$ cat config.mk
export PLATFORM = sky130hd
export DESIGN_NAME = mtte_ram
export DESIGN_NICKNAME = d
export VERILOG_FILES = /design/src/rtl/core/multi_timer_table_engine_defines.svh /design/src/rtl/core/mtte_ram.sv
export SDC_FILE = /design/constraint.sdc
export NUM_CORES = 1
export LEC_CHECK = 0
export ABC_AREA = 0
export BUFFER_PORTS_ARGS = -buffer_cell sky130_fd_sc_hd__buf_2
export CAP_MARGIN = 20
export CORE_AREA = 3 3 86 170
export CTS_BUF_LIST = sky130_fd_sc_hd__clkbuf_16
export CTS_CLUSTER_SIZE = 10
export DETAILED_ROUTE_END_ITERATION = 8
export DIE_AREA = 0 0 89 173
export GPL_TIMING_DRIVEN = 0
export HOLD_SLACK_MARGIN = 0.12
export PLACE_DENSITY = 0.62
export SLEW_MARGIN = 20
export SYNTH_ARGS = -nofsm -noshare
export SYNTH_HDL_FRONTEND = slang
export SYNTH_SLANG_ARGS = --single-unit
$ cat constraint.sdc
create_clock -name clk -period 1.6 [get_ports clk]
set_input_delay 0.16 -clock clk [delete_from_list [all_inputs] [get_ports clk]]
set_output_delay 0.16 -clock clk [all_outputs]
set_load 0.005 [all_outputs]
$ cat src/rtl/core/multi_timer_table_engine_defines.svh
// Assertion macros shared by the timer table engine RTL.
`ifndef MULTI_TIMER_TABLE_ENGINE_DEFINES_SVH
`define MULTI_TIMER_TABLE_ENGINE_DEFINES_SVH

// Same-cycle implication, sampled on clk and disabled while rst_n is low.
`define MTTE_ASSERT_NOW(lbl, ante, cons, msg) \
    lbl: assert property (@(posedge clk) disable iff (!rst_n) (ante) |-> (cons)) \
        else $error(msg);

// Next-cycle implication, sampled on clk and disabled while rst_n is low.
`define MTTE_ASSERT_NEXT(lbl, ante, cons, msg) \
    lbl: assert property (@(posedge clk) disable iff (!rst_n) (ante) |=> (cons)) \
        else $error(msg);

`endif

$ cat src/rtl/core/mtte_ram.sv
// Generic simple dual-port RAM with a registered read port.
`default_nettype none

module mtte_ram #(
    parameter int DATA_W = 8,
    parameter int DEPTH  = 16
) (
    input  wire logic                                  clk,
    input  wire logic                                  we,
    input  wire logic [(DEPTH > 1 ? $clog2(DEPTH) : 1)-1:0] waddr,
    input  wire logic [DATA_W-1:0]                     wdata,
    input  wire logic                                  re,
    input  wire logic [(DEPTH > 1 ? $clog2(DEPTH) : 1)-1:0] raddr,
    output logic      [DATA_W-1:0]                     rdata
);

    logic [DATA_W-1:0] mem [DEPTH];
    logic [DATA_W-1:0] rdata_reg;

    always_ff @(posedge clk)
    begin
        if (we)
        begin
            mem[waddr] <= wdata;
        end
        if (re)
        begin
            rdata_reg <= mem[raddr];
        end
    end

    assign rdata = rdata_reg;

endmodule

`default_nettype wire

## After elaboration in Yosys (flattened, before gate mapping)

Memory sizes are Yosys's and may differ from the RTL's. A register that Yosys moved wholly into a read port is not among the register bits.
Index checks and enable logic that the tools add are counted.

| operators by class | value |
|---|---|
| multiplexer cells | 2 |

Operator list:

| operator | number |
|---|---|
| $mux 1 | 2 |

| storage, ports and cells | value |
|---|---|
| memory bits (writable) | 128 |
| input bits | 19 |
| register bits | 0 |
| memories kept | 1 |

Memory list:

| memory | depth | width | rd ports | clocked after memory_dff | wr ports | line | RTL |
|---|---|---|---|---|---|---|---|
| mem | 16 | 8 | 1 | 1 | 1 | mtte_ram.sv:17 | `logic [DATA_W-1:0] mem [DEPTH];` |

## Longest topological paths before layout

| depth | value |
|---|---|
| word-level depth | 2 |
| depth in mapped cells | 5 |

## Worst setup path after synthesis

Ideal clock, no wire load.

| timing path | value |
|---|---|
| path kind | input-to-reg |
| start | input port waddr[2] (netlist name) |
| end | memory mem[0][0], enable pin |
| arrival | 1270 ps |
| path slack | -53 ps |
| buffers on the path | 0 |
| setup time | 383 ps |
| cell stages on the path | 2 |
| data required time | 1217 ps |
| path through | or3b_2 nor3_1 |

RTL lines:

| element | line | RTL |
|---|---|---|
| from (decl) | mtte_ram.sv:10 | `input wire logic [(DEPTH > 1 ? $clog2(DEPTH) : 1)-1:0] waddr,` |
| to (decl) | mtte_ram.sv:17 |  |

No word-level cell before the write port.

==> impl_metrics.prom <==
# TYPE chip_impl_metric gauge
chip_impl_info{name="status",value="finished, final reports clean"} 1
chip_impl_metric{name="design.portCount",unit=""} 27
chip_impl_metric{name="clock_path_buffers",unit=""} 2
chip_impl_info{name="timing.rr.end",value="rdata[3]$_DFFE_PP_"} 1
chip_impl_metric{name="skew",unit="ps"} 6.21
chip_impl_metric{name="avgViaCountPerCell",unit=""} 5.32
chip_impl_metric{name="worst_path_max_fanout",unit=""} 1
chip_impl_metric{name="reg2reg_setup_slack",unit="ps"} 100
chip_impl_metric{name="die_height",unit="um"} 173
chip_impl_metric{name="ir_worst_vdd",unit="mV"} 0.691
chip_impl_metric{name="warning_count_from_the_yosys_run",unit=""} 0
chip_impl_metric{name="worstMarginPinSlew",unit="ps"} 822
chip_impl_metric{name="row_count",unit=""} 60
chip_impl_metric{name="clk_transition_reported_paths",unit="ps"} 60
chip_impl_metric{name="layout-area-overhead-vs-synth",unit="%"} 17.9
chip_impl_metric{name="cts_setup_buffers",unit=""} 0
chip_impl_info{name="timing.setup.critical_path_class",value="reg2reg"} 1
chip_impl_metric{name="timing.critical_path.required",unit="ps"} 1760
chip_impl_info{name="rsz0062_at_grt",value="no"} 1
chip_impl_info{name="cts-root-buf",value="sky130_fd_sc_hd__clkbuf_16"} 1
chip_impl_metric{name="cap_viol_max_count",unit=""} 0
chip_impl_metric{name="die-width",unit="um"} 89
chip_impl_metric{name="post_route_worst_setup_slack",unit="ps"} 95.5
chip_impl_metric{name="postRouteWirelength",unit="mm"} 10.2
chip_impl_metric{name="synth_nets",unit=""} 248
chip_impl_metric{name="grt_pass1_wl",unit="mm"} 15.6
chip_impl_metric{name="min_period",unit="ps"} 1500
chip_impl_metric{name="cts-buffers-inserted",unit=""} 17
chip_impl_info{name="regToRegStartpoint",value="mem[1][3]$_DFFE_PP_"} 1
chip_impl_info{name="cts_tree",value="built"} 1
chip_impl_metric{name="timing.final.max_slew_violations",unit=""} 0
chip_impl_metric{name="post_layout_nonfiller_instances",unit=""} 442
chip_impl_metric{name="worst-endpoint-arrival",unit="ps"} 1670
chip_impl_metric{name="drt_pre_antenna_iters",unit=""} 4
chip_impl_metric{name="clock-sinks",unit=""} 136
chip_impl_metric{name="synth_area_per_cell",unit="um2"} 22.8
chip_impl_metric{name="core",unit="mm2"} 0.0134
chip_impl_metric{name="comb_power_share",unit="%"} 4.7
chip_impl_metric{name="largest_net_degree_at_the_start_of_global_routing",unit=""} 17
chip_impl_info{name="timing.hold.worst.class",value="in2reg"} 1
chip_impl_metric{name="internal_power",unit="uW"} 6470
chip_impl_metric{name="synthCells",unit=""} 229
chip_impl_metric{name="dp_cells",unit=""} 409
chip_impl_metric{name="drtAntennaViolNets",unit=""} 0
chip_impl_metric{name="setup_viol",unit=""} 0
chip_impl_metric{name="drc_violations_left",unit=""} 0
chip_impl_metric{name="p_clk_share",unit="%"} 45.9
chip_impl_metric{name="synth.ff_latch_count",unit=""} 136
chip_impl_metric{name="p_sw_share",unit="%"} 20.7
chip_impl_metric{name="portBuffers",unit=""} 25
chip_impl_metric{name="synth.yosys.seq_area_share",unit="%"} 78.1
chip_impl_metric{name="antennaDiodeCount",unit=""} 0
chip_impl_metric{name="largest_reg_flops",unit=""} 128
chip_impl_info{name="critPathCapture",value="rdata[3]$_DFFE_PP_"} 1
chip_impl_metric{name="pwr-share-seq",unit="%"} 49.5
chip_impl_info{name="setup.worst_path.end_class",value="register"} 1
chip_impl_metric{name="ff2ff_path_depth",unit=""} 3
chip_impl_metric{name="layout_cells_sized_above_1",unit="%"} 31.4
chip_impl_metric{name="gpl.final_weighted_congestion",unit=""} 0.748
chip_impl_metric{name="power_leakage",unit="uW"} 0.00205
chip_impl_metric{name="drt_iter0_drc",unit=""} 176
chip_impl_metric{name="clock_insertion_delay_worst_skew",unit="ps"} 410
chip_impl_metric{name="globalRoute.totalOverflow",unit=""} 0
chip_impl_metric{name="initial_utilization",unit="%"} 38.9
chip_impl_metric{name="maximum_level_of_the_cts_h_tree",unit=""} 4
chip_impl_metric{name="finalNetCount",unit=""} 293
chip_impl_metric{name="synth.distinct_cells",unit=""} 18
chip_impl_metric{name="via_count_of_the_first_global_routing_pass",unit=""} 2565
chip_impl_metric{name="timing.fmax",unit="MHz"} 665
chip_impl_metric{name="relative_max_transition_margin",unit="%"} 45.0
chip_impl_metric{name="track_usage",unit="%"} 14.8
chip_impl_metric{name="post-dp-hpwl",unit="mm"} 7.05
chip_impl_metric{name="dieArea",unit="mm2"} 0.0154
chip_impl_metric{name="timing.final.hold_violations",unit=""} 0
chip_impl_metric{name="route.detailed.wl_per_inst",unit="um"} 23.2
chip_impl_metric{name="cellPowerDensity",unit="mW/mm2"} 1320
chip_impl_metric{name="p_switching",unit="uW"} 1690
chip_impl_info{name="critPathLaunch",value="mem[1][3]$_DFFE_PP_"} 1
chip_impl_metric{name="final.period_utilization",unit="%"} 94.0
chip_impl_metric{name="mapped_area",unit="mm2"} 0.00523
chip_impl_info{name="start_kind",value="register"} 1
chip_impl_metric{name="number_of_antenna_violations_at_the_first_check_in_global_routing",unit=""} 0
chip_impl_metric{name="vias",unit=""} 2352
chip_impl_metric{name="dpl_worst_slack",unit="ps"} -232
==> placed cells by master (no fill, tap or decap) <==
cell type / count
sky130_fd_sc_hd__edfxtp_1: 136
sky130_fd_sc_hd__buf_2: 28
sky130_fd_sc_hd__mux4_2: 18
sky130_fd_sc_hd__clkbuf_16: 17
sky130_fd_sc_hd__a22oi_1: 15
sky130_fd_sc_hd__mux4_1: 14
sky130_fd_sc_hd__nor2_1: 13
sky130_fd_sc_hd__nand2_1: 9
sky130_fd_sc_hd__clkinv_4: 5
sky130_fd_sc_hd__nor3_2: 4
sky130_fd_sc_hd__buf_6: 3
sky130_fd_sc_hd__clkdlybuf4s25_2: 3
sky130_fd_sc_hd__clkinv_2: 3
sky130_fd_sc_hd__nand3b_1: 2
sky130_fd_sc_hd__nand2b_1: 2
sky130_fd_sc_hd__inv_6: 2
sky130_fd_sc_hd__bufinv_16: 2
sky130_fd_sc_hd__clkinvlp_4: 2
sky130_fd_sc_hd__nor2b_1: 1
sky130_fd_sc_hd__buf_4: 1
sky130_fd_sc_hd__and2_1: 1
sky130_fd_sc_hd__and2b_1: 1
sky130_fd_sc_hd__a22oi_2: 1
sky130_fd_sc_hd__nand3_1: 1
sky130_fd_sc_hd__or3b_2: 1
sky130_fd_sc_hd__inv_1: 1
sky130_fd_sc_hd__dlygate4sd3_1: 1
==> metrics by stage <==
stage / cell area, um2 / hold WS, ps / TNS, ps / power (uW) / util [%]
floorplan: 5230 / 259 / 0 / 4310 / -
global placement: 5550 / 498 / -16160 / 4480 / 41.3
detailed placement: 5570 / 519 / -7970 / 4490 / 41.4
CTS: 6160 / 141 / 0 / 8210 / 45.8
global route: 6160 / 144 / 0 / 8410 / 45.9
finish: 6160 / 148 / 0 / 8150 / 45.9
==> worst min path at each step <==
| stage | startpoint | to | slack, ps | depth (start not counted) |
|---|---|---|---|---|
| 2_1_floorplan | wdata[0] | mem[0][0]$_DFFE_PP_ | 260 | 0 |
| 3_3_place_gp | re | rdata[0]$_DFFE_PP_ | 500 | 1 |
| 3_5_place_dp | re | rdata[0]$_DFFE_PP_ | 520 | 1 |
| 4_1_cts | wdata[6] | mem[12][6]$_DFFE_PP_ | 140 | 1 |
| 5_1_grt | wdata[6] | mem[5][6]$_DFFE_PP_ | 140 | 1 |
| 6_report | wdata[6] | mem[12][6]$_DFFE_PP_ | 150 | 1 |
==> timing repair <==
action	CTS	global route
hold buffers	1	0
hold endpoints to repair	8	0
setup endpoints to repair	0	1
resized for setup	0	1
==> critical path: stages, from the launching register on <==
cell and delay (ps):
sky130_fd_sc_hd__edfxtp_1 360, sky130_fd_sc_hd__mux4_1 590, sky130_fd_sc_hd__a22oi_2 230, sky130_fd_sc_hd__nand2_1 80
==> kinds of logic after synthesis <==
| group | count (synthesis) | share of synthesized area, % |
|---|---|---|
| AOI/OAI and AO/OA | 16 | 2.30 |
| buffers and inverters | 10 | 1.65 |
| DFF | 136 | 78.1 |
| muxes | 32 | 14.8 |
| and+or+nand+nor | 35 | 3.14 |
==> cells in the mapped netlist <==
cell	n	area, um2
sky130_fd_sc_hd__a22oi_1	16	120
sky130_fd_sc_hd__and2_1	1	6.26
sky130_fd_sc_hd__and2b_1	1	7.51
sky130_fd_sc_hd__buf_2	3	15.0
sky130_fd_sc_hd__buf_4	1	7.51
sky130_fd_sc_hd__buf_6	3	33.8
sky130_fd_sc_hd__clkdlybuf4s25_2	3	30.0
sky130_fd_sc_hd__edfxtp_1	136	4080
sky130_fd_sc_hd__mux4_1	14	368
sky130_fd_sc_hd__mux4_2	18	405
sky130_fd_sc_hd__nand2_1	9	33.8
sky130_fd_sc_hd__nand2b_1	2	12.5
sky130_fd_sc_hd__nand3_1	1	5.00
sky130_fd_sc_hd__nand3b_1	2	15.0
sky130_fd_sc_hd__nor2_1	13	48.8
sky130_fd_sc_hd__nor2b_1	1	6.26
sky130_fd_sc_hd__nor3_1	4	20.0
sky130_fd_sc_hd__or3b_2	1	8.76
==> final cells by class <==
| class | instances | area, um2 |
|---|---|---|
| Fill cell | 1098 | 7280 |
| Sequential cell | 136 | 4080 |
| Multi-Input combinational cell | 83 | 1080 |
| Clock buffer | 17 | 425 |
| Tap cell | 155 | 194 |
| Clock inverter | 15 | 155 |
| Timing Repair Buffer | 26 | 135 |
| Buffer | 10 | 86.3 |
==> layer usage <==
metal	GRT usage (%)	part of all wire, %
met5	0	0
met4	7.89	3.0
met1	16.0	35
met2	25.7	58
met3	3.43	4.1
==> power by group through the flow <==
| stage | clock (uW) | sequential (uW) | combinational, uW |
|---|---|---|---|
| after detailed placement | 0 | 4110 | 388 |
| after global placement | 0 | 4100 | 378 |
| after floorplan | 0 | 4100 | 203 |
| final | 3740 | 4030 | 383 |
| after global routing | 3960 | 4040 | 415 |
| after CTS | 3780 | 4030 | 391 |
(Power assumes the default switching activity.)
