[src/rtl/core/multi_timer_table_engine_defines.svh]
// Assertion macros shared by the timer table engine RTL.
`ifndef MULTI_TIMER_TABLE_ENGINE_DEFINES_SVH
`define MULTI_TIMER_TABLE_ENGINE_DEFINES_SVH

// Same-cycle implication, sampled on clk and disabled while rst_n is low.
`define MTTE_ASSERT_NOW(lbl, ante, cons, msg) \
    lbl: assert property (@(posedge clk) disable iff (!rst_n) (ante) |-> (cons)) \
        else $error(msg);

// Next-cycle implication, sampled on clk and disabled while rst_n is low.
`define MTTE_ASSERT_NEXT(lbl, ante, cons, msg) \
    lbl: assert property (@(posedge clk) disable iff (!rst_n) (ante) |=> (cons)) \
        else $error(msg);

`endif

[src/rtl/core/mtte_pkg.sv]
// Types and constants shared by the timer table engine modules.
`default_nettype none

package mtte_pkg;

    localparam int DUE_W    = 64;
    localparam int PERIOD_W = 31;
    localparam int IDX_W    = 6;
    localparam int REM_W    = 14;
    localparam int DIVISOR  = 10000;

    // Item kinds on the input side.
    localparam logic [1:0] KIND_ARM    = 2'd0;
    localparam logic [1:0] KIND_CANCEL = 2'd1;
    localparam logic [1:0] KIND_TICK   = 2'd2;

    // Result kinds on the output side.
    localparam logic [1:0] RES_ARM    = 2'd0;
    localparam logic [1:0] RES_CANCEL = 2'd1;
    localparam logic [1:0] RES_EXPIRY = 2'd2;
    localparam logic [1:0] RES_IDLE   = 2'd3;

    // One slot as stored in the slot memory.
    typedef struct packed {
        logic                callback;
        logic [PERIOD_W-1:0] period;
        logic [DUE_W-1:0]    deadline;
    } slot_entry_t;

    typedef enum logic [2:0] {
        ST_IDLE,
        ST_DIV,
        ST_RESP,
        ST_SCAN_RD,
        ST_SCAN,
        ST_SCAN_END
    } state_t;

endpackage

`default_nettype wire

[src/rtl/core/mtte_div.sv]
// Divider of a 64-bit value by the tick divisor, settling one 16-bit quotient digit per step.
`default_nettype none

`include "multi_timer_table_engine_defines.svh"

module mtte_div (
    input  wire logic                         clk,
    input  wire logic                         rst_n,
    input  wire logic                         start,
    input  wire logic [mtte_pkg::DUE_W-1:0]   dividend,
    output logic                              busy,
    output logic                              done,
    output logic      [mtte_pkg::DUE_W-1:0]   quotient
);

    // Each step divides the running remainder with the next 16 dividend bits appended.
    // A reciprocal multiplication gives the quotient digit of that step exactly, and the
    // following cycle forms the new remainder from it.
    localparam int CHUNK_W = 16;
    localparam int REM_W   = mtte_pkg::REM_W;
    localparam int PART_W  = REM_W + CHUNK_W;
    localparam int RECIP_W = 31;
    localparam int PROD_W  = PART_W + RECIP_W;
    localparam int SHIFT   = PART_W + REM_W;
    localparam int STEPS   = mtte_pkg::DUE_W / CHUNK_W;
    localparam int CNT_W   = $clog2(STEPS);
    localparam logic [CNT_W-1:0]   LAST_STEP = CNT_W'(STEPS - 1);
    localparam logic [PART_W-1:0]  DIV_PART  = PART_W'(mtte_pkg::DIVISOR);
    localparam logic [REM_W-1:0]   REM_LIMIT = REM_W'(mtte_pkg::DIVISOR);
    localparam logic [RECIP_W-1:0] RECIP =
        RECIP_W'(((64'd1 << SHIFT) + 64'(mtte_pkg::DIVISOR) - 64'd1) / 64'(mtte_pkg::DIVISOR));

    logic [mtte_pkg::DUE_W-1:0] work_reg, work_next;
    logic [mtte_pkg::DUE_W-1:0] quot_reg, quot_next;
    logic [REM_W-1:0]           rem_reg, rem_next;
    logic [PART_W-1:0]          part_reg, part_next;
    logic [CHUNK_W-1:0]         digit_reg, digit_next;
    logic [CNT_W-1:0]           cnt_reg, cnt_next;
    logic                       phase_reg, phase_next;
    logic                       busy_reg, busy_next;
    logic                       done_reg, done_next;
    logic [PART_W-1:0]          part;
    logic [PROD_W-1:0]          prod;
    logic [PART_W-1:0]          back;
    logic [PART_W-1:0]          diff;

    // The dividend shifts out at the top while quotient digits shift in at the bottom.
    always_comb
    begin
        part       = {rem_reg, work_reg[mtte_pkg::DUE_W-1 -: CHUNK_W]};
        prod       = PROD_W'(part) * PROD_W'(RECIP);
        back       = PART_W'(digit_reg) * DIV_PART;
        diff       = part_reg - back;
        work_next  = work_reg;
        quot_next  = quot_reg;
        rem_next   = rem_reg;
        part_next  = part_reg;
        digit_next = digit_reg;
        cnt_next   = cnt_reg;
        phase_next = phase_reg;
        busy_next  = busy_reg;
        done_next  = 1'b0;
        if (start)
        begin
            work_next  = dividend;
            quot_next  = '0;
            rem_next   = '0;
            cnt_next   = '0;
            phase_next = 1'b0;
            busy_next  = 1'b1;
        end
        else if (busy_reg)
        begin
            if (!phase_reg)
            begin
                part_next  = part;
                digit_next = prod[SHIFT +: CHUNK_W];
                phase_next = 1'b1;
            end
            else
            begin
                rem_next   = diff[REM_W-1:0];
                quot_next  = {quot_reg[mtte_pkg::DUE_W-CHUNK_W-1:0], digit_reg};
                work_next  = {work_reg[mtte_pkg::DUE_W-CHUNK_W-1:0], {CHUNK_W{1'b0}}};
                cnt_next   = cnt_reg + CNT_W'(1);
                phase_next = 1'b0;
                if (cnt_reg == LAST_STEP)
                begin
                    busy_next = 1'b0;
                    done_next = 1'b1;
                end
            end
        end
    end

    always_ff @(posedge clk or negedge rst_n)
    begin
        if (!rst_n)
        begin
            busy_reg <= 1'b0;
            done_reg <= 1'b0;
        end
        else
        begin
            busy_reg <= busy_next;
            done_reg <= done_next;
        end
    end

    always_ff @(posedge clk)
    begin
        work_reg  <= work_next;
        quot_reg  <= quot_next;
        rem_reg   <= rem_next;
        part_reg  <= part_next;
        digit_reg <= digit_next;
        cnt_reg   <= cnt_next;
        phase_reg <= phase_next;
    end

    assign busy     = busy_reg;
    assign done     = done_reg;
    assign quotient = quot_reg;

    `MTTE_ASSERT_NOW(a_rem_range, done_reg, rem_reg < REM_LIMIT, "remainder out of range")

endmodule

`default_nettype wire

[config.mk]
export PLATFORM = sky130hd
export DESIGN_NAME = mtte_div
export DESIGN_NICKNAME = d
export VERILOG_FILES = /design/src/rtl/core/mtte_pkg.sv /design/src/rtl/core/mtte_div.sv
export VERILOG_INCLUDE_DIRS = /design/src /design/src/rtl/core
export SDC_FILE = /design/constraint.sdc
export NUM_CORES = 1
export LEC_CHECK = 0
export ABC_CLOCK_PERIOD_IN_PS = 8400
export BUFFER_PORTS_ARGS = -buffer_cell sky130_fd_sc_hd__buf_4
export CORE_UTILIZATION = 30
export DETAILED_ROUTE_END_ITERATION = 8
export SLEW_MARGIN = 20
export SYNTH_ARGS = -nofsm -noshare
export SYNTH_HDL_FRONTEND = slang
export SYNTH_SLANG_ARGS = --single-unit
export TNS_END_PERCENT = 5
[constraint.sdc]
create_clock -name clk -period 8.4 [get_ports clk]
set_input_delay 1.26 -clock clk [delete_from_list [all_inputs] [get_ports clk]]
set_output_delay 1.26 -clock clk [all_outputs]
set_load 0.05 [all_outputs]
After elaboration in Yosys (flattened, before gate mapping)
Cells that the tools add are included.
- register bits: 177
- input bits: 67
- output and inout bits: 66
- logic and storage cells: 33
- add/sub/neg operators: 2
- multipliers: 2
- equality and inequality tests: 1
- multiplexer cells: 12
- bitwise logic cells: 2
- reduce and logical (&&, ||, !) cells: 5
- operators by type and width (operator ; count):
    $mux 64 ; 3
    $mul 30x31->60 const B ; 1
    $mul 16x10->10 const B ; 1
    $sub 14x14->14 ; 1
    $mux 1 ; 9
    $reduce_and 2->1 ; 2
    $reduce_bool 2->1 ; 2
    $reduce_and 3->1 ; 1
    $add 2x1->2 const B ; 1
    $eq 2x2->1 const B ; 1
    $not 1->1 ; 2

Depth between registers and ports, before layout
Gate-level depths: netlist (run 1).
- depth in word-level cells: 5
- mapped depth: 26
- mapped depth without buffers: 26

Least setup slack after synthesis (run 1)
Ideal clock, no wire load.
- path kind: register to register
- start point: register work_reg[55] in the netlist's numbering
- end point: register digit_reg[15] (data pin)
- library setup time: 260 ps
- data arrival time: 6595 ps
- data required time: 8140 ps
- setup slack: 1545 ps
- cell stages (with the launch flop): 25
- buffers on the path: 0
- clock period less this slack: 6855 ps
- path through: edfxtp_1 inv_1 fa_1 fa_1 fa_1 fa_1 inv_1 fa_1 inv_1 fa_1 inv_1 fa_1 inv_1 fa_1 inv_1 ha_1 nand2_1 o21ai_0 a311oi_1 a21o_1 a311o_2 a31oi_4 a2111oi_2 nor3_2 xnor2_1
- longest elaborated chain between the ends: 1
- RTL lines (element ; RTL line ; RTL):
    start: declaration ; mtte_div.sv:33 ; logic [mtte_pkg::DUE_W-1:0] work_reg, work_next;
    start signal: assignment ; mtte_div.sv:112 ; work_reg <= work_next;
    $mul 30x31->60 ; mtte_div.sv:51 ; prod = PROD_W'(part) * PROD_W'(RECIP);
    net prod[59] ; mtte_div.sv:43 ; logic [PROD_W-1:0] prod;
    end signal: assignment ; mtte_div.sv:116 ; digit_reg <= digit_next;
    end: declaration ; mtte_div.sv:37 ; logic [CHUNK_W-1:0] digit_reg, digit_next;
The timed path passes the listed nets, and every way through them passes these cells.
A chain may end at the register's enable or synchronous reset.

Worst setup path in the final report (run 1)
- start point: register work_reg[60] in the netlist's numbering
- end point: register digit_reg[15] (data pin)
Same word-level chain as after synthesis.

==> results of run 1 <==
-- synth_stat cells (5+ instances only) --
cell | count | area [sq um]
sky130_fd_sc_hd__a22o_1 | 63 | 551.8
sky130_fd_sc_hd__xnor2_1 | 24 | 210.2
sky130_fd_sc_hd__mux2_2 | 48 | 540.5
sky130_fd_sc_hd__a211oi_1 | 6 | 45.04
sky130_fd_sc_hd__nor3_1 | 7 | 35.03
sky130_fd_sc_hd__and2_1 | 19 | 118.9
sky130_fd_sc_hd__o22ai_1 | 6 | 37.54
sky130_fd_sc_hd__nand3_1 | 9 | 45.04
sky130_fd_sc_hd__clkbuf_1 | 21 | 78.83
sky130_fd_sc_hd__a21oi_1 | 40 | 200.2
sky130_fd_sc_hd__nor2_1 | 22 | 82.58
sky130_fd_sc_hd__edfxtp_1 | 94 | 2823
sky130_fd_sc_hd__fa_1 | 415 | 8308
sky130_fd_sc_hd__ha_1 | 355 | 4442
sky130_fd_sc_hd__o21bai_1 | 7 | 52.55
sky130_fd_sc_hd__a21o_1 | 33 | 247.7
sky130_fd_sc_hd__dfxtp_1 | 81 | 1622
sky130_fd_sc_hd__inv_1 | 584 | 2192
sky130_fd_sc_hd__o21ai_0 | 29 | 145.1
sky130_fd_sc_hd__nand2_1 | 36 | 135.1
sky130_fd_sc_hd__nand4_1 | 10 | 62.56
sky130_fd_sc_hd__xor2_1 | 15 | 131.4
sky130_fd_sc_hd__o31ai_1 | 5 | 37.54
-- placed cells by master, fill, tap and decap left out, types with 3 or more instances in the layout --
cell                        count
sky130_fd_sc_hd__a211oi_1       6
sky130_fd_sc_hd__a21o_1        33
sky130_fd_sc_hd__a21oi_1       39
sky130_fd_sc_hd__a221oi_1       3
sky130_fd_sc_hd__a22o_1        63
sky130_fd_sc_hd__a31o_2         3
sky130_fd_sc_hd__and2_1        19
sky130_fd_sc_hd__and4_1         3
sky130_fd_sc_hd__buf_4        142
sky130_fd_sc_hd__clkbuf_16     18
sky130_fd_sc_hd__clkinv_8       3
sky130_fd_sc_hd__dfxtp_1       81
sky130_fd_sc_hd__edfxtp_1      94
sky130_fd_sc_hd__fa_1         415
sky130_fd_sc_hd__ha_1         355
sky130_fd_sc_hd__inv_1        584
sky130_fd_sc_hd__inv_6          5
sky130_fd_sc_hd__inv_8          4
sky130_fd_sc_hd__mux2_2        48
sky130_fd_sc_hd__nand2_1       36
sky130_fd_sc_hd__nand2b_1       4
sky130_fd_sc_hd__nand3_1        9
sky130_fd_sc_hd__nand4_1       10
sky130_fd_sc_hd__nor2_1        22
sky130_fd_sc_hd__nor2b_1        4
sky130_fd_sc_hd__nor3_1         7
sky130_fd_sc_hd__nor4_1         3
sky130_fd_sc_hd__o21a_1         4
sky130_fd_sc_hd__o21ai_0       29
sky130_fd_sc_hd__o21bai_1       7
sky130_fd_sc_hd__o22ai_1        6
sky130_fd_sc_hd__o31ai_1        5
sky130_fd_sc_hd__xnor2_1       24
sky130_fd_sc_hd__xor2_1        15
-- final cells by class --
cell class	instances	area [sq um]
inverter	585	2196
fill	7487	49240
clock inverter	14	152.6
tap	969	1212
antenna	1	2.502
clock buffer	18	450.4
multi-input combinational	1213	16000
timing repair buffer	142	1066
sequential	177	4494
-- logic make-up after synthesis --
| family | count (synthesis) | share of synthesized area (%) |
|---|---|---|
| compound gates | 226 | 7.280 |
| xor+xnor | 39 | 1.499 |
| fa+ha+maj | 770 | 55.95 |
| buf+inv | 612 | 10.13 |
| flops | 177 | 19.72 |
| mux | 48 | 2.372 |
| simple gates | 130 | 3.053 |
-- through the flow --
step	hold WS, ps	instances
2_1_floorplan	417.8	2002
3_3_place_gp	444.5	3086
3_5_place_dp	446.9	3086
4_1_cts	464.1	3118
5_1_grt	479.1	3118
6_report	459.3	3119
-- routing by layer --
layer / wire length [um] / part of all wire [%] / global-route usage [%]
met1: 29890 / 44 / 24.07
met2: 31870 / 47 / 29.01
met3: 3534 / 5.2 / 3.352
met4: 2059 / 3.1 / 5.213
met5: 41 / 0.061 / 0
-- worst min path at each step --
stage / endpoint / depth (start not counted) / slack (ps) / startpoint
after detailed placement: quotient[13] / 1 / 450 / digit_reg[13]
after global placement: quotient[13] / 1 / 440 / digit_reg[13]
after CTS: quotient[13] / 1 / 460 / digit_reg[13]
after global routing: quotient[10] / 1 / 480 / digit_reg[10]
after floorplan: rem_reg[0] / 2 / 420 / part_reg[0]
final: quotient[10] / 1 / 460 / digit_reg[10]
==> results.txt, run 1 <==
The utilization of the core after routing is around 34%. The required time of the critical path is 8580 ps. For this run, the total global-route usage over all layers was measured as approximately 18%. After legalization and detailed placement, the total HPWL measured roughly 60000 um. The total of cells resized after clock tree synthesis came out at 0.

The largest driver fanout on the critical path came out at 8. The number of antenna violations at the first check in global routing came to 4. The vias after detailed routing came out at approximately 15000.

The clock tree from TritonCTS is done. Yosys mapped a number of flops with a built-in enable equal to 94. The first global-routing pass estimated roughly 100000 um of wire. The total number of cells along the worst setup path came out at 22. Data on the critical path arrives at its endpoint at approximately 7900 ps. The region available for standard cell placement spans around 0.075 sq mm. Counting along the longest clock path gives a buffer depth of 2. The signal on the critical path passes through ha_1 -> fa_1 -> inv_1 -> fa_1 -> fa_1 -> inv_1 -> fa_1 -> fa_1 -> fa_1 -> inv_1 -> fa_1 -> inv_1 -> ha_1 -> a21oi_1 -> o21ai_0 -> a311oi_1 -> a21o_1 -> a311o_2 -> a31oi_4 -> a2111oi_2 -> nor3_2 -> xnor2_1. The clock network latency to the later pin of the worst-skew pair came out at approximately 440 ps.

The floorplan step defined a die boundary enclosing ~0.077 sq mm. After layout, the worst setup slack is about 660 ps. The most numerous cell on the critical path is sky130_fd_sc_hd__fa_1. The number of H-tree levels came out at 4. The post-layout instance area is 0.02558 sq mm. The number of buffers inserted during clock tree synthesis is 17.

The total placed instance area came out at roughly 0.025 sq mm. The standard-cell row count came out at 100. The actual slew at the worst max-slew pin came out at 990.8 ps. The width of the chip is roughly 280 um. After detailed routing, the number of remaining DRC violations is 0.

The worst-case reg-to-reg path depth is 22. OpenSTA, run right after detailed placement, puts the worst setup slack at just under 600 ps. Headroom to the max-slew limit came out at between 30 and 40%. The ratio of routed vias to standard cells is roughly 4.7.

The worst setup path is of the reg -> reg kind. The proportion of register bits with asynchronous set or reset after synthesis is between 1 and 1.5%. The standard cell with the maximum stage delay on the critical path is sky130_fd_sc_hd__ha_1. The final critical-path share of the clock period is between 90 and 100%. The synthesized netlist cell count came out at between 2000 and 2500. The final number of max-transition violations is 0.

The final estimated routing congestion in global placement is ~1.0. The synthesized cell area is roughly 0.023 sq mm. The shortest clock period the worst path allows after layout came out at ~7700 ps. The clock arrives with 13.51 ps of skew. The critical path ends at digit_reg[15]. The growth of design area from synthesis to finish came out at 12.24%. The number of buffers inserted for hold repair after clock tree synthesis is 0. The initial utilization of the core area, before any placement, comes to 30.46%. The sequential fraction of the synthesis area came out at between 10% and 20%. The number of global-route vias before repair came out at approximately 16000.

The reported max-cap violation count came out at 0. The min-delay analysis places its worst path in the category reg -> reg. The average detailed-routed wire length per instance is 21.61 um. The most critical setup path has its startpoint at work_reg[60]. The number of setup buffers added after CTS is 0. The total of endpoints with negative setup slack in the final report is 0.

From bottom edge to top edge, the die measures 277.6 um. The net count after synthesis came out at 2839. The flow ran to the end, and the final reports show no timing, DRC or antenna violations. In this run, the number of DRC markers left after iteration 0 of detailed routing was between 700 and 800. The clock slew seen by the registers of the worst setup and hold paths came out at approximately 70 ps. The ratio of cells with drive above 1 in the final layout came out at ~11%. The number of distinct library cell variants in the gate-level netlist after synthesis came out at between 60 and 70. The nature of the critical path endpoint is a flop.

STA classifies the critical path startpoint as a flop. The reg-to-reg setup timing slack came out at roughly 660 ps. The largest delay contributor family on the critical path is adder cells. The total congestion overflow after global routing is 0. The count of boundary I/O pins is around 130. The number of hold violations in the final report came out at 0. The quantity of I/O buffers inserted on ports is around 130. Among all flip-flop cells after synthesis, the most frequent one is sky130_fd_sc_hd__edfxtp_1. In this run the clock root is driven by a sky130_fd_sc_hd__clkbuf_16.

The number of nets in the layout came out at 2973. The endpoint of the most critical register-to-register path is digit_reg[15]. The mean cell area of the mapped netlist came out at 11.38 sq um. The total number of clock tree sinks came out at 177. The number of buffers and inverters on the critical path is 4. The achievable clock frequency came out at between 100 and 150 MHz. Setup repair after global routing left no endpoint under its margin. The maximum number of pins on one net before global-route repair is between 70 and 80. The register bit count reported by yosys came out at between 150 and 200. The sum of routed wire length over all layers is approximately 67000 um. The critical path's largest stage delay is 740 ps. The count of synthesis-stage warnings from yosys is 0.

The number of nets still failing antenna checks after routing is 0. The aggregate negative setup slack came out at 0 ps. The pre-antenna-repair detailed-routing pass consisted of 5 iterations. The origin of the critical flop-to-flop path is work_reg[60].
Power of run 1 is not shown: default switching activity piles up to over one toggle a cycle in this logic, so the estimate is an artifact.
==> inputs of run 2 (changes only) <==
- CORE_UTILIZATION: 30 -> 53
- PLACE_DENSITY: default -> 0.71
- SLEW_MARGIN: 20 -> 40
==> results.txt, run 2 (synthesis gave the netlist of run 1 again) <==
The run finished with clean final reports. The number of antenna violations at the first check in global routing came out at 0 (-4). The starting DRC count in detailed routing came out at 1126 (+48%). The final number of max-transition violations is 0 (unchanged).

The storage element area came out at 0.004494 sq mm (unchanged). The remaining design rule violation count is 0 (unchanged). The number of buffers and inverters on the critical path came out at 6 (+2).

The kind of start point of the critical path is a flop. Traced cell by cell, the critical path runs through ha_1 -> fa_1 -> inv_1 -> fa_1 -> fa_1 -> inv_1 -> fa_1 -> inv_1 -> fa_1 -> inv_1 -> fa_1 -> inv_1 -> fa_1 -> inv_1 -> ha_1 -> a21oi_1 -> o21ai_0 -> a311oi_1 -> a21o_1 -> a311o_2 -> a31oi_4 -> a2111oi_2 -> nor3_2 -> xnor2_1. The number of buffers inserted during clock tree synthesis is 17 (unchanged). The worst hold margin was 458.8 ps (-0.5460 ps). The post-placement worst setup slack is 805.2 ps (+210.4 ps). The number of nets still failing antenna checks after routing came out at 0 (unchanged). The area of the core came to 0.04213 sq mm (-44%). The setup skew after layout came out at 26.05 ps (+12.54 ps). The ratio of cells with drive above 1 in the final layout came to 11.12% (-0.093 points). The area enclosed by the die boundary is 0.04383 sq mm (-43%). The number of hold violations in the final report came out at 0 (unchanged). The quantity of I/O buffers inserted on ports is 132 (unchanged). The sum of routed wire length over all layers is 63840 um (-5.3%). The clock network latency to the later pin of the worst-skew pair is 460 ps (+20 ps).

The reported max-cap violation count is 0 (unchanged). The first-pass iteration count of the detailed router is 7 (+2). From synthesis to final layout, the design area changed by 9.773%. The total congestion overflow after global routing came out at 0 (unchanged). The ratio of routed vias to standard cells is 5.519 (+17%). Setup repair after global routing left no endpoint under its margin. The actual slew at the worst max-slew pin is 775.8 ps (-215.0 ps).

The utilization of the core after routing came out at 59.37% (+25 points). The aggregate negative setup slack was 0 ps (unchanged). The maximum number of pins on one net before global-route repair came out at 74 (unchanged). The number of nets in the layout is 2973 (unchanged).

The width of the chip came out at 209.4 um (-25%). The number of H-tree levels was 4 (unchanged). The shortest clock period the worst path allows after layout is 7594 ps (-145.2 ps). The starting density of the core is 54.09% (+24 points).

The global router's overall resource usage is 30.32% (+12 points). The final critical-path share of the clock period is 90.41% (-1.7 points). The die boundary height is 209.4 um (-25%).

The library cell used most frequently in the layout, excluding fill and tap cells, is sky130_fd_sc_hd__inv_1. The tightest min-delay check is of the reg -> reg type. The required time of the critical path is 8600 ps (+20 ps). The number of setup buffers added after CTS was 0 (unchanged). The number of buffers inserted for hold repair after clock tree synthesis is 0 (unchanged). In the layout the commonest cells are sky130_fd_sc_hd__inv_1, sky130_fd_sc_hd__fa_1, sky130_fd_sc_hd__ha_1. The worst setup path is captured at a flop. The standard-cell row count is 75 (-25%). The relative slew slack was 48.28% (+14 points). The clock slew seen by the registers of the worst setup and hold paths is 80 ps (about the same). The worst path arrival time came out at 7790 ps (-130 ps).

The critical path's largest stage delay came out at 610 ps (-130 ps). The vias after detailed routing was 14836 (+1.1%). The HPWL after detailed placement came out at 56390 um (-6.5%). The total of endpoints with negative setup slack in the final report was 0 (unchanged). The final estimated routing congestion in global placement is 1.061 (+2.9%).

By instance count, the cell type seen most on the critical path is sky130_fd_sc_hd__fa_1. On the critical path the largest part of the delay comes from adder cells. The count of filler cells inserted in the layout came to 3554 (-53%). The average detailed-routed wire length per instance is 23.75 um (+9.9%).

The global-route wire length before repair was 96830 um (-4.5%). The largest driver fanout on the critical path came out at 8 (unchanged). The type of the worst setup path is reg -> reg. The number of global-route vias before repair is 15940 (-0.94%). The area used by multi-input combinational logic came out at 0.01600 sq mm (unchanged). The total number of clock tree sinks is 177 (unchanged).

The number of buffers on the longest clock path came out at 2 (unchanged). The achievable clock frequency came out at 131.7 MHz (+1.9%). The antenna diode count is 0 (-1). The total of cells resized after clock tree synthesis is 0 (unchanged). The slowest stage of the critical path belongs to the cell sky130_fd_sc_hd__edfxtp_1. TritonCTS built the clock tree. The tree is rooted in a sky130_fd_sc_hd__clkbuf_16.

The count of boundary I/O pins came out at 133 (unchanged). The setup slack of the critical path after layout is 805.6 ps (+145.2 ps).
==> run 2: worst register-to-register path: stages (launching register included) <==
cell	delay, ps
sky130_fd_sc_hd__edfxtp_1	610
sky130_fd_sc_hd__ha_1	560
sky130_fd_sc_hd__fa_1	600
sky130_fd_sc_hd__inv_1	50
sky130_fd_sc_hd__fa_1	470
sky130_fd_sc_hd__fa_1	560
sky130_fd_sc_hd__inv_1	80
sky130_fd_sc_hd__fa_1	500
sky130_fd_sc_hd__inv_1	60
sky130_fd_sc_hd__fa_1	550
sky130_fd_sc_hd__inv_1	50
sky130_fd_sc_hd__fa_1	530
sky130_fd_sc_hd__inv_1	80
sky130_fd_sc_hd__fa_1	380
sky130_fd_sc_hd__inv_1	70
sky130_fd_sc_hd__ha_1	280
sky130_fd_sc_hd__a21oi_1	210
sky130_fd_sc_hd__o21ai_0	140
sky130_fd_sc_hd__a311oi_1	410
sky130_fd_sc_hd__a21o_1	190
sky130_fd_sc_hd__a311o_2	220
sky130_fd_sc_hd__a31oi_4	160
sky130_fd_sc_hd__a2111oi_2	360
sky130_fd_sc_hd__nor3_2	100
sky130_fd_sc_hd__xnor2_1	130
==> run 2: worst paths after layout <==
| path | endpoint | startpoint | cells after the start | slack [ps] |
|---|---|---|---|---|
| setup / recovery | digit_reg[15] | work_reg[53] | 24 | 810 |
| hold / removal | quotient[10] | digit_reg[10] | 1 | 460 |
| setup reg to reg | digit_reg[15] | work_reg[53] | 24 | 810 |
| hold reg to reg | quotient[10] | digit_reg[10] | 1 | 460 |
| max in group asynchronous | busy | rst_n | 1 | 7730 |
| min in group asynchronous | done | rst_n | 1 | 580 |
==> run 2: metal layers <==
layer  vias up  track usage, %  share of wire, %  routed length (um)
met5         -               0                 0                   0
met4         0           9.939               3.4                2149
met3        92           4.294               4.9                3129
met2       434           50.79                49               31240
met1      7702           40.73                43               27320
li1       6608               -                 -                   -
==> run 2: cell type report <==
type / instances / area share (%)
Inverter: 585 / 8.778
Clock inverter: 14 / 0.5952
Timing Repair Buffer: 142 / 4.276
Multi-Input combinational cell: 1213 / 63.97
Clock buffer: 18 / 1.716
Sequential cell: 177 / 17.97
Tap cell: 539 / 2.696
==> run 2: stage by stage <==
stage	std cells	area, sq um
after floorplan	2002	22790
after global placement	2656	24430
after detailed placement	2656	24440
after CTS	2688	25020
after global routing	2688	25020
final	2688	25020
Power of run 2 is left out for the same reason.
